<file path="src/rtl/slp_pkg.sv">
`timescale 1ns / 1ps

package slp_pkg;

   // parse phases of the back end
   typedef enum logic [4:0] {
      PH_WS     = 5'b00001,
      PH_SIGNED = 5'b00010,
      PH_ZERO   = 5'b00100,
      PH_XSEEN  = 5'b01000,
      PH_DIGITS = 5'b10000
   } phase_type;

   // one classified character as it travels from front to back
   typedef struct packed {
      logic       start;
      logic [4:0] radix_init;
      logic [4:0] digit;
      logic       space;
      logic       sign;
      logic       minus;
      logic       zero;
      logic       x_char;
   } slp_char_type;

   localparam logic [4:0] NO_DIGIT   = 5'd31;
   localparam logic [4:0] RADIX_AUTO = 5'd0;
   localparam logic [4:0] RADIX_MIN  = 5'd2;
   localparam logic [4:0] RADIX_OCT  = 5'd8;
   localparam logic [4:0] RADIX_DEC  = 5'd10;
   localparam logic [4:0] RADIX_HEX  = 5'd16;

   localparam logic [7:0] CH_ZERO  = 8'h30;
   localparam logic [7:0] CH_NINE  = 8'h39;
   localparam logic [7:0] CH_LO_A  = 8'h61;
   localparam logic [7:0] CH_LO_F  = 8'h66;
   localparam logic [7:0] CH_UP_A  = 8'h41;
   localparam logic [7:0] CH_UP_F  = 8'h46;
   localparam logic [7:0] CH_LO_X  = 8'h78;
   localparam logic [7:0] CH_UP_X  = 8'h58;
   localparam logic [7:0] CH_MINUS = 8'h2d;
   localparam logic [7:0] CH_PLUS  = 8'h2b;
   localparam logic [7:0] CH_SPACE = 8'h20;
   localparam logic [7:0] CH_TAB   = 8'h09;
   localparam logic [7:0] CH_CR    = 8'h0d;

   localparam int FIFO_DEPTH = 4;

endpackage

</file>
<file path="src/rtl/slp_front.sv">
`timescale 1ns / 1ps

module slp_front #(
   parameter int MAX_LEN = 4096,
   parameter int POS_W   = 13
) (
   input  logic                 clock,
   input  logic                 reset,
   input  logic                 accept,
   input  logic                 string_start,
   input  logic [7:0]           char_code,
   input  logic                 csr_wr_en,
   input  logic [4:0]           csr_wr_data,
   output slp_pkg::slp_char_type cls_out,
   output logic [POS_W-1:0]     pos_out
);
   import slp_pkg::*;

   logic [4:0]       radix_choice_ff;
   logic [POS_W-1:0] pos_ff;
   logic [POS_W-1:0] pos_in;
   logic [POS_W-1:0] idx;
   logic [4:0]       radix_init;
   logic [4:0]       digit;

   always_ff @(posedge clock) begin
      if (reset) begin
         radix_choice_ff <= RADIX_AUTO;
         pos_ff          <= '0;
      end else begin
         if (csr_wr_en) begin
            radix_choice_ff <= csr_wr_data;
         end
         if (accept) begin
            pos_ff <= pos_in;
         end
      end
   end

   always_comb begin
      idx    = string_start ? '0 : pos_ff;
      pos_in = (idx < POS_W'(MAX_LEN)) ? idx + POS_W'(1) : POS_W'(MAX_LEN);
   end

   always_comb begin
      if (radix_choice_ff < RADIX_MIN) begin
         radix_init = RADIX_AUTO;
      end else if (radix_choice_ff > RADIX_HEX) begin
         radix_init = RADIX_HEX;
      end else begin
         radix_init = radix_choice_ff;
      end
   end

   always_comb begin
      if (char_code >= CH_ZERO && char_code <= CH_NINE) begin
         digit = 5'(char_code - CH_ZERO);
      end else if (char_code >= CH_LO_A && char_code <= CH_LO_F) begin
         digit = 5'(char_code - CH_LO_A) + RADIX_DEC;
      end else if (char_code >= CH_UP_A && char_code <= CH_UP_F) begin
         digit = 5'(char_code - CH_UP_A) + RADIX_DEC;
      end else begin
         digit = NO_DIGIT;
      end
   end

   always_comb begin
      cls_out.start      = string_start;
      cls_out.radix_init = radix_init;
      cls_out.digit      = digit;
      cls_out.space      = (char_code == CH_SPACE) ||
                           (char_code >= CH_TAB && char_code <= CH_CR);
      cls_out.sign       = (char_code == CH_MINUS) || (char_code == CH_PLUS);
      cls_out.minus      = (char_code == CH_MINUS);
      cls_out.zero       = (char_code == CH_ZERO);
      cls_out.x_char     = (char_code == CH_LO_X) || (char_code == CH_UP_X);
      pos_out            = idx;
   end

endmodule

</file>
<file path="src/rtl/slp_fifo.sv">
`timescale 1ns / 1ps

module slp_fifo #(
   parameter int DEPTH = 4,
   parameter int WIDTH = 8
) (
   input  logic             clock,
   input  logic             reset,
   input  logic             push,
   input  logic [WIDTH-1:0] wdata,
   output logic             full,
   input  logic             pop,
   output logic [WIDTH-1:0] rdata,
   output logic             empty
);

   localparam int AW = (DEPTH > 1) ? $clog2(DEPTH) : 1;
   localparam int CW = $clog2(DEPTH + 1);

   logic [WIDTH-1:0] mem_ff [DEPTH];
   logic [AW-1:0]    wr_ptr_ff;
   logic [AW-1:0]    rd_ptr_ff;
   logic [CW-1:0]    count_ff;
   logic             do_push;
   logic             do_pop;

   assign full    = (count_ff == CW'(DEPTH));
   assign empty   = (count_ff == '0);
   assign do_push = push && !full;
   assign do_pop  = pop && !empty;
   assign rdata   = mem_ff[rd_ptr_ff];

   always_ff @(posedge clock) begin
      if (do_push) begin
         mem_ff[wr_ptr_ff] <= wdata;
      end
   end

   always_ff @(posedge clock) begin
      if (reset) begin
         wr_ptr_ff <= '0;
         rd_ptr_ff <= '0;
         count_ff  <= '0;
      end else begin
         if (do_push) begin
            wr_ptr_ff <= (wr_ptr_ff == AW'(DEPTH - 1)) ? '0 : wr_ptr_ff + AW'(1);
         end
         if (do_pop) begin
            rd_ptr_ff <= (rd_ptr_ff == AW'(DEPTH - 1)) ? '0 : rd_ptr_ff + AW'(1);
         end
         if (do_push && !do_pop) begin
            count_ff <= count_ff + CW'(1);
         end else if (do_pop && !do_push) begin
            count_ff <= count_ff - CW'(1);
         end
      end
   end

endmodule

</file>
<file path="src/rtl/slp_back.sv">
`timescale 1ns / 1ps

module slp_back #(
   parameter int VALUE_BITS = 64,
   parameter int POS_W      = 13
) (
   input  logic                  clock,
   input  logic                  reset,
   input  logic                  item_valid,
   input  slp_pkg::slp_char_type item_cls,
   input  logic [POS_W-1:0]      item_pos,
   output logic                  item_take,
   output logic                  empty,
   input  logic                  pop,
   output logic [63:0]           parsed_value,
   output logic [12:0]           end_offset,
   output logic                  saturated
);
   import slp_pkg::*;

   localparam int VB = VALUE_BITS;
   localparam int PW = VALUE_BITS + 5;

   phase_type        phase_ff, phase_in;
   logic [VB-1:0]    mag_ff, mag_in;
   logic             neg_ff, neg_in;
   logic [4:0]       radix_ff, radix_in;
   logic             done_ff, done_in;

   logic             rsp_valid_ff;
   logic [63:0]      value_ff;
   logic [12:0]      end_ff;
   logic             sat_ff;

   phase_type        cur_phase;
   logic [VB-1:0]    cur_mag;
   logic             cur_neg;
   logic [4:0]       cur_radix;
   logic             ignore;

   logic [4:0]       step_radix;
   logic [4:0]       base;
   logic [PW-1:0]    prod;
   logic [PW-1:0]    limit;
   logic             step_stop;
   logic             step_ovf;

   logic             emit;
   logic [VB-1:0]    e_mag;
   logic [POS_W-1:0] e_end;
   logic             e_sat;
   logic             out_free;

   logic signed [VB-1:0] e_value;
   logic [POS_W+12:0]    e_end_wide;

   always_comb begin
      cur_phase  = item_cls.start ? PH_WS : phase_ff;
      cur_mag    = item_cls.start ? '0 : mag_ff;
      cur_neg    = item_cls.start ? 1'b0 : neg_ff;
      cur_radix  = item_cls.start ? item_cls.radix_init : radix_ff;
      ignore     = !item_cls.start && done_ff;

      // auto radix after a leading zero falls back to octal
      step_radix = (cur_radix == RADIX_AUTO) ? RADIX_OCT : cur_radix;
      base       = (cur_radix == RADIX_AUTO) ? RADIX_DEC : cur_radix;
      prod       = PW'(cur_mag) * PW'(step_radix) + PW'(item_cls.digit);
      limit      = (PW'(1) << (VB - 1)) - (cur_neg ? PW'(0) : PW'(1));
      step_stop  = (item_cls.digit >= step_radix);
      step_ovf   = (prod > limit);
   end

   always_comb begin
      phase_in = cur_phase;
      mag_in   = cur_mag;
      neg_in   = cur_neg;
      radix_in = cur_radix;
      done_in  = item_cls.start ? 1'b0 : done_ff;
      emit     = 1'b0;
      e_mag    = cur_mag;
      e_end    = item_pos;
      e_sat    = 1'b0;

      case (cur_phase)
         PH_WS, PH_SIGNED: begin
            if (cur_phase == PH_WS && item_cls.space) begin
               phase_in = PH_WS;
            end else if (cur_phase == PH_WS && item_cls.sign) begin
               neg_in   = item_cls.minus;
               phase_in = PH_SIGNED;
            end else if (item_cls.zero &&
                         (cur_radix == RADIX_AUTO || cur_radix == RADIX_HEX)) begin
               mag_in   = '0;
               phase_in = PH_ZERO;
            end else if (item_cls.digit < base) begin
               radix_in = base;
               mag_in   = VB'(item_cls.digit);
               phase_in = PH_DIGITS;
            end else begin
               // no digits at all
               emit  = 1'b1;
               e_mag = '0;
               e_end = '0;
            end
         end
         PH_ZERO, PH_XSEEN, PH_DIGITS: begin
            if (cur_phase == PH_ZERO && item_cls.x_char &&
                (cur_radix == RADIX_AUTO || cur_radix == RADIX_HEX)) begin
               radix_in = RADIX_HEX;
               phase_in = PH_XSEEN;
            end else if (cur_phase == PH_XSEEN && item_cls.digit == NO_DIGIT) begin
               // bare hex prefix: only the zero is consumed
               emit  = 1'b1;
               e_mag = '0;
               e_end = (item_pos != '0) ? item_pos - POS_W'(1) : '0;
            end else begin
               radix_in = step_radix;
               phase_in = PH_DIGITS;
               if (step_stop) begin
                  emit = 1'b1;
               end else if (step_ovf) begin
                  emit  = 1'b1;
                  e_sat = 1'b1;
               end else begin
                  mag_in = prod[VB-1:0];
               end
            end
         end
         default: begin
            phase_in = PH_WS;
         end
      endcase

      if (emit) begin
         done_in = 1'b1;
      end
   end

   assign out_free  = !rsp_valid_ff || pop;
   assign item_take = item_valid && (ignore || !emit || out_free);

   always_comb begin
      if (e_sat) begin
         e_value = cur_neg ? {1'b1, {(VB - 1){1'b0}}} : {1'b0, {(VB - 1){1'b1}}};
      end else begin
         e_value = cur_neg ? -e_mag : e_mag;
      end
      e_end_wide = {13'd0, e_end};
   end

   always_ff @(posedge clock) begin
      if (reset) begin
         phase_ff     <= PH_WS;
         mag_ff       <= '0;
         neg_ff       <= 1'b0;
         radix_ff     <= RADIX_AUTO;
         done_ff      <= 1'b1;
         rsp_valid_ff <= 1'b0;
      end else begin
         if (item_take && !ignore) begin
            phase_ff <= phase_in;
            mag_ff   <= mag_in;
            neg_ff   <= neg_in;
            radix_ff <= radix_in;
            done_ff  <= done_in;
         end
         if (item_take && !ignore && emit) begin
            rsp_valid_ff <= 1'b1;
         end else if (pop) begin
            rsp_valid_ff <= 1'b0;
         end
      end
   end

   always_ff @(posedge clock) begin
      if (item_take && !ignore && emit) begin
         value_ff <= 64'(e_value);
         end_ff   <= e_end_wide[12:0];
         sat_ff   <= e_sat;
      end
   end

   assign empty        = !rsp_valid_ff;
   assign parsed_value = value_ff;
   assign end_offset   = end_ff;
   assign saturated    = sat_ff;

endmodule

</file>
<file path="src/rtl/string_to_long_parser_unit.sv">
`timescale 1ns / 1ps
// A number-ending character is queued, then parsed and its result registered, later when
// the queue holds items or a result waits to be popped. Throughput: one character per
// cycle while the queue is not full; the parse unit stalls on a number-ending character
// while a result waits to be popped. Its multiply-add and limit compare on the magnitude
// set the per-character step. A 4-entry queue decouples front and back.
// Reset (synchronous, active high): queue and result emptied, radix register auto,
// parser idle until the next request marked as a string start.
module string_to_long_parser_unit #(
   parameter int MAX_LEN    = 4096,
   parameter int VALUE_BITS = 64
) (
   input  logic        clock,
   input  logic        reset,
   input  logic        push,
   output logic        full,
   input  logic        req_string_start,
   input  logic [7:0]  req_char_code,
   output logic        empty,
   input  logic        pop,
   output logic [63:0] rsp_parsed_value,
   output logic [12:0] rsp_end_offset,
   output logic        rsp_saturated,
   input  logic        csr_wr_en,
   input  logic [4:0]  csr_wr_data
);
   import slp_pkg::*;

   localparam int POS_W = $clog2(MAX_LEN + 1);
   localparam int QW    = $bits(slp_char_type) + POS_W;

   slp_char_type     front_cls;
   logic [POS_W-1:0] front_pos;
   slp_char_type     back_cls;
   logic [POS_W-1:0] back_pos;
   logic             accept;
   logic             q_empty;
   logic             q_take;
   logic [QW-1:0]    q_rdata;

   assign accept = push && !full;

   slp_front #(
      .MAX_LEN (MAX_LEN),
      .POS_W   (POS_W)
   ) u_front (
      .clock        (clock),
      .reset        (reset),
      .accept       (accept),
      .string_start (req_string_start),
      .char_code    (req_char_code),
      .csr_wr_en    (csr_wr_en),
      .csr_wr_data  (csr_wr_data),
      .cls_out      (front_cls),
      .pos_out      (front_pos)
   );

   slp_fifo #(
      .DEPTH (FIFO_DEPTH),
      .WIDTH (QW)
   ) u_fifo (
      .clock (clock),
      .reset (reset),
      .push  (push),
      .wdata ({front_cls, front_pos}),
      .full  (full),
      .pop   (q_take),
      .rdata (q_rdata),
      .empty (q_empty)
   );

   assign {back_cls, back_pos} = q_rdata;

   slp_back #(
      .VALUE_BITS (VALUE_BITS),
      .POS_W      (POS_W)
   ) u_back (
      .clock        (clock),
      .reset        (reset),
      .item_valid   (!q_empty),
      .item_cls     (back_cls),
      .item_pos     (back_pos),
      .item_take    (q_take),
      .empty        (empty),
      .pop          (pop),
      .parsed_value (rsp_parsed_value),
      .end_offset   (rsp_end_offset),
      .saturated    (rsp_saturated)
   );

endmodule

</file>
<file path="config.mk">
export PLATFORM = sky130hd
export DESIGN_NAME = string_to_long_parser_unit
export DESIGN_NICKNAME = d
export VERILOG_FILES = /design/src/rtl/slp_pkg.sv /design/src/rtl/slp_front.sv /design/src/rtl/slp_fifo.sv /design/src/rtl/slp_back.sv /design/src/rtl/string_to_long_parser_unit.sv
export SDC_FILE = /design/constraint.sdc
export NUM_CORES = 1
export LEC_CHECK = 0
export ABC_AREA = 1
export BUFFER_PORTS_ARGS = -buffer_cell sky130_fd_sc_hd__buf_4
export CAP_MARGIN = 20
export CORE_AREA = 2 2 321 228
export DETAILED_ROUTE_END_ITERATION = 8
export DIE_AREA = 0 0 323 230
export PLACE_DENSITY = 0.64
export SLEW_MARGIN = 20
export SYNTH_ARGS = -nofsm -noshare
export SYNTH_HDL_FRONTEND = slang
export SYNTH_SLANG_ARGS = --single-unit
</file>
<file path="constraint.sdc">
create_clock -name clock -period 21.3 [get_ports clock]
set_clock_uncertainty 0.05 [all_clocks]
set_input_delay 2.13 -clock clock [delete_from_list [all_inputs] [get_ports clock]]
set_output_delay 2.13 -clock clock [all_outputs]
set_load 0.05 [all_outputs]
</file>
* Word-level counts from Yosys, hierarchy flattened
Memory sizes are Yosys's and may differ from the RTL's. A register that Yosys moved wholly into a read port is not among the register bits. Cells that the tools add are included.
Word-level totals: flip-flop bits (word level) 180, latch bits 0, bits in writable memories 116, ROM bits 0, output and inout bits 80, logic and storage cells 185, memories kept 1
Memories:
- u_fifo.mem_ff | depth 4, bits a word 29, read ports 1, clocked after Yosys merged registers in 1, wr ports 1, line slp_fifo.sv:20 | logic [WIDTH-1:0] mem_ff [DEPTH];
Cells by class: $add $sub $neg 14, multiply operators 1, div/mod/pow operators 0, magnitude comparators 14, equality and inequality tests 16, shift operators 0, mux-type cells 83, bitwise gates (word level) 0, reduce and logical (&&, ||, !) cells 42
Operators with widths (count):
- $mux 64 | 18
- $pmux 64 s2 | 2
- $mux 13 | 9
- $mux 5 | 21
- $add 69x5->69 | 1
- $gt 69x69->1 | 1
- $mul 64x5->69 | 1
- $sub 65x69->69 const A | 1
- $neg 64->64 | 1
- $eq 8x6->1 const B | 4
- $pmux 13 s2 | 1
- $mux 1 | 23
- $pmux 5 s2 | 2
- $logic_and 1x1->1 | 18
- $eq 8x7->1 const B | 2
- $ge 8x7->1 const B | 2
- $le 8x7->1 const B | 2
- $eq 5x5->1 const B | 3
- $add 13x1->13 const B | 1
- $lt 13x13->1 const B | 1
- $reduce_bool 13->1 | 1
- $sub 13x1->13 const B | 1
- $add 5x4->5 const B | 2
- $sub 5x1->5 const B | 2
- other kinds (29) | 50

* Longest topological paths before layout
word-level depth 19, depth in mapped cells 64, mapped depth without buffers 61

* By module
From an unflattened synthesis, not the netlist that was laid out.
Second synthesis, totals: cells, all modules 4523, area, all modules 31545.3 µm²
Modules (own cells, without submodules):
- slp_back | instances 1, cells each 3958, area an instance 25067.8 µm²
- slp_fifo | instances 1, cells each 352, area an instance 5114.9 µm²
- slp_front | instances 1, cells each 210, area an instance 1348.8 µm²
- string_to_long_parser_unit | instances 1, cells each 3, area an instance 13.8 µm²

* Worst setup path before layout
No wires, ideal clock.
path type register to register, start point register (tool-made name), end point register u_back.end_ff[0] (netlist: u_back.end_offset[0]), enable pin, arrival time 8.744 ns, path slack 12.075 ns, cell stages (with the launch flop) 55, path buffers 5, clock period less this slack 9.225 ns, cells stage by stage dfxtp_1 -> buf_4 -> inv_2 -> buf_6 -> nand2_2 -> nand3_2 -> nand2_2 -> inv_2 -> clkbuf_1 -> clkbuf_1 -> a21oi_1 -> inv_1 -> nor2_1 -> nor2_1 -> clkbuf_1 -> nor2_1 -> fa_1 -> fa_1 -> [19 not listed] -> o21ai_0 -> nand2_1 -> nand2_1 -> o211ai_1 -> a21oi_1 -> nand2_1 -> nand2_1 -> nand2_1 -> nand2_1 -> nand2_1 -> nand2_1 -> nand2_1 -> nand2_1 -> nand3_1 -> nand2_1 -> nand2_1 -> nand4_1 -> inv_1
RTL lines:
- to (signal assigned) | line slp_back.sv:178 | end_ff <= e_end_wide[12:0];
- to (decl) | line slp_back.sv:32 | logic [12:0] end_ff;

==> metrics.cfg <==
[run_status]
status = finished clean

[min_path]
hold_path.class = reg2reg

[worst_setup_path]
start_kind = flop
cp.required_ps = 21480
critPathBufInv = 15
critPathMaxStageDelay_ps = 830
cp_slowest_cell = nand2_2
end_kind = flop
worstPathArrival_ps = 13960
crit_path_max_fanout = 63
worstSetupPathType = reg2reg
crit_top_cell = nand2_1
cpLargestDelayFamily = buffers and inverters

[power_and_ir_drop]
total_power_mw = 5.16
power_density_nw_per_um2 = 150
peakVddDrop_v = 0.000171
p_leak_nw = 17.2

[finish]
num_antenna_cells = 0
nets = 5110
drive_gt1_share_pct = 5.44
area_growth_pct = 8.78
utilization_pct = 48.5
final_cell_mix = nand2_1, nor2_1, inv_1
layout_commonest_cell = nand2_1

[timing]
fin_tns_setup_ps = 0
rsz0062_at_grt = no
slew_violations = 0
post-route-period-util_pct = 64.7
hold_viol_final = 0
max_slew_margin_pct = 30.0
setup-violations-final = 0
clock.fmax_mhz = 72.6
fin_crit_ps = 13780
worst_pin_slew_ps = 1050

[die]
die_y_um = 230
coreArea_um2 = 71000
chipWidth_um = 323
start_util_pct = 44.6
fp.dieArea_um2 = 74300
ios = 99
row_count = 82

[clock_tree]
htreeDepth = 2
clk_latency_ps = 550
clk_path_buf_depth = 3
root_buffer = clkbuf_16
cts_tree = done
cts_buffers = 35
cts-resized-gates = 0
clock-sinks = 298
post_cts_buffers = 0
clk_pin_slew_worst_paths_ps = 60
cts_hold_buffers = 0

[place]
finalWeightedCongestion = 0.994
dp_hpwl_um = 87100
port-buffer-count = 98

[global_routing]
grt_usage_pct = 30.0
grt_first_pass_wirelength_um = 170000
antenna_found_initial = 1
overflow = 0
grt_pass1_vias = 27500
grt_max_degree = 98

[synth]
synth_edf_count = 194
ys_seq_area_share_pct = 25.0
syn_area_per_cell_um2 = 6.78
syn-cell-area_um2 = 31700
synth-async-reset-ratio_pct = 0
synth-seq-cells = 298
ys.warnings.count = 0
synth_top_cell_area_share_pct = 18.4
yosys-top-cells-area = edfxtp_1, nand2_1, fa_1
syn-num-nets = 5103
synth_area_leader_cell = edfxtp_1
yosys.cell_types.count = 60
postSynthCellCount = 4672
synth-main-ff-cell = edfxtp_1

[routing]
vias = 30600
post_drt_via_cell_ratio = 5.39
routed_wl_um = 111000
drc = 0
detail-route-antenna-nets = 0
wire_per_inst_um = 19.6
drt-initial-drc-count = 3949
first_pass_iters = 7

[flow_run]
cap_violations = 0

-- metrics by stage --
step / worst slack [ps] / instances / hold slack, ps / instance area (um2)
floorplan: 12070 / 4672 / 395 / 31700
detailed placement: 7850 / 5608 / 408 / 33300
CTS: 7800 / 5670 / 418 / 34500
global placement: 8100 / 5608 / 403 / 33300
finish: 7520 / 5670 / 415 / 34500
global route: 6600 / 5670 / 431 / 34500
-- flip-flops by register name, indices dropped and copies added, names as in the netlist, named ones only --
| register | cells |
|---|---|
| u_back.rsp_valid_ff | 1 |
| u_back.phase_ff | 5 |
| u_back.mag_ff | 64 |
| u_back.radix_ff | 5 |
| u_back.done_ff | 1 |
| u_front.pos_ff | 13 |
| u_front.radix_choice_ff | 5 |
| u_back.neg_ff | 1 |
| u_back.parsed_value | 64 |
| u_fifo.mem_ff | 116 |
| u_fifo.rd_ptr_ff | 2 |
| u_fifo.wr_ptr_ff | 2 |
| u_back.saturated | 1 |
| u_back.end_offset | 13 |
| u_fifo.count_ff | 3 |
-- report_power, final --
part | internal [mW] | switching [mW]
registers | 0.808 | 0.0487
logic | 0.960 | 2.71
clock network | 0.369 | 0.255
total | 2.14 | 3.02
-- cells in the mapped netlist, types with 9 or more instances --
cell type,n
xor2_1,72
o21ai_0,214
o22ai_1,14
fa_1,192
inv_1,760
buf_1,15
nand3_1,169
clkbuf_1,119
o21bai_1,12
a21o_1,16
nand2_1,1266
edfxtp_1,194
nor2_1,777
xnor2_1,21
nor3_1,28
ha_1,220
a31oi_1,15
o211ai_1,19
o41ai_1,15
nand4_1,86
o21ai_1,15
a21oi_1,179
nor4_1,9
buf_2,29
dfxtp_1,104
-- metal layers --
| layer | vias to the layer above | share of wire [%] | GRT usage (%) | wire length, um |
|---|---|---|---|---|
| met3 | 79 | 16 | 12.9 | 18000 |
| li1 | 14700 | - | - | - |
| met1 | 14100 | 49 | 49.9 | 54500 |
| met4 | 2 | 1.1 | 3.60 | 1220 |
| met5 | - | 0.011 | 0 | 12 |
| met2 | 1649 | 34 | 34.5 | 37300 |
-- final cells by class --
| cell class | count | area (um2) |
|---|---|---|
| Multi-Input combinational cell | 3434 | 20200 |
| Clock inverter | 21 | 259 |
| Inverter | 770 | 2890 |
| Tap cell | 966 | 1210 |
| Clock buffer | 41 | 908 |
| Sequential cell | 298 | 7910 |
| Fill cell | 7209 | 36500 |
| Timing Repair Buffer | 140 | 1050 |
-- worst paths after layout --
| kind | depth (start not counted) | start | slack, ps | to |
|---|---|---|---|---|
| max | 48 | flop | 7520 | u_back.parsed_value[0] |
| min reg2reg | 2 | u_front.pos_ff[1] | 410 | u_front.pos_ff[1] |
| max reg2reg | 48 | flop | 7520 | u_back.parsed_value[0] |
| min | 2 | u_front.pos_ff[1] | 410 | u_front.pos_ff[1] |
-- kinds of logic after synthesis --
logic type      Yosys count  synth area share, %
simple gates           2375                 30.1
compound gates          554                 10.2
buf+inv                 940                 11.4
fa+ha+maj               412                 20.8
flops                   298                 25.0
xor+xnor                 93                 2.57
-- worst register-to-register path: cells and delay by family, from the launching register on --
family,cells,cell delay [ps]
buf+inv,15,4990
simple gates,21,4100
fa+ha+maj,5,2300
compound gates,6,1500
flops,1,300
xor+xnor,1,260
(Power assumes the default switching activity.)
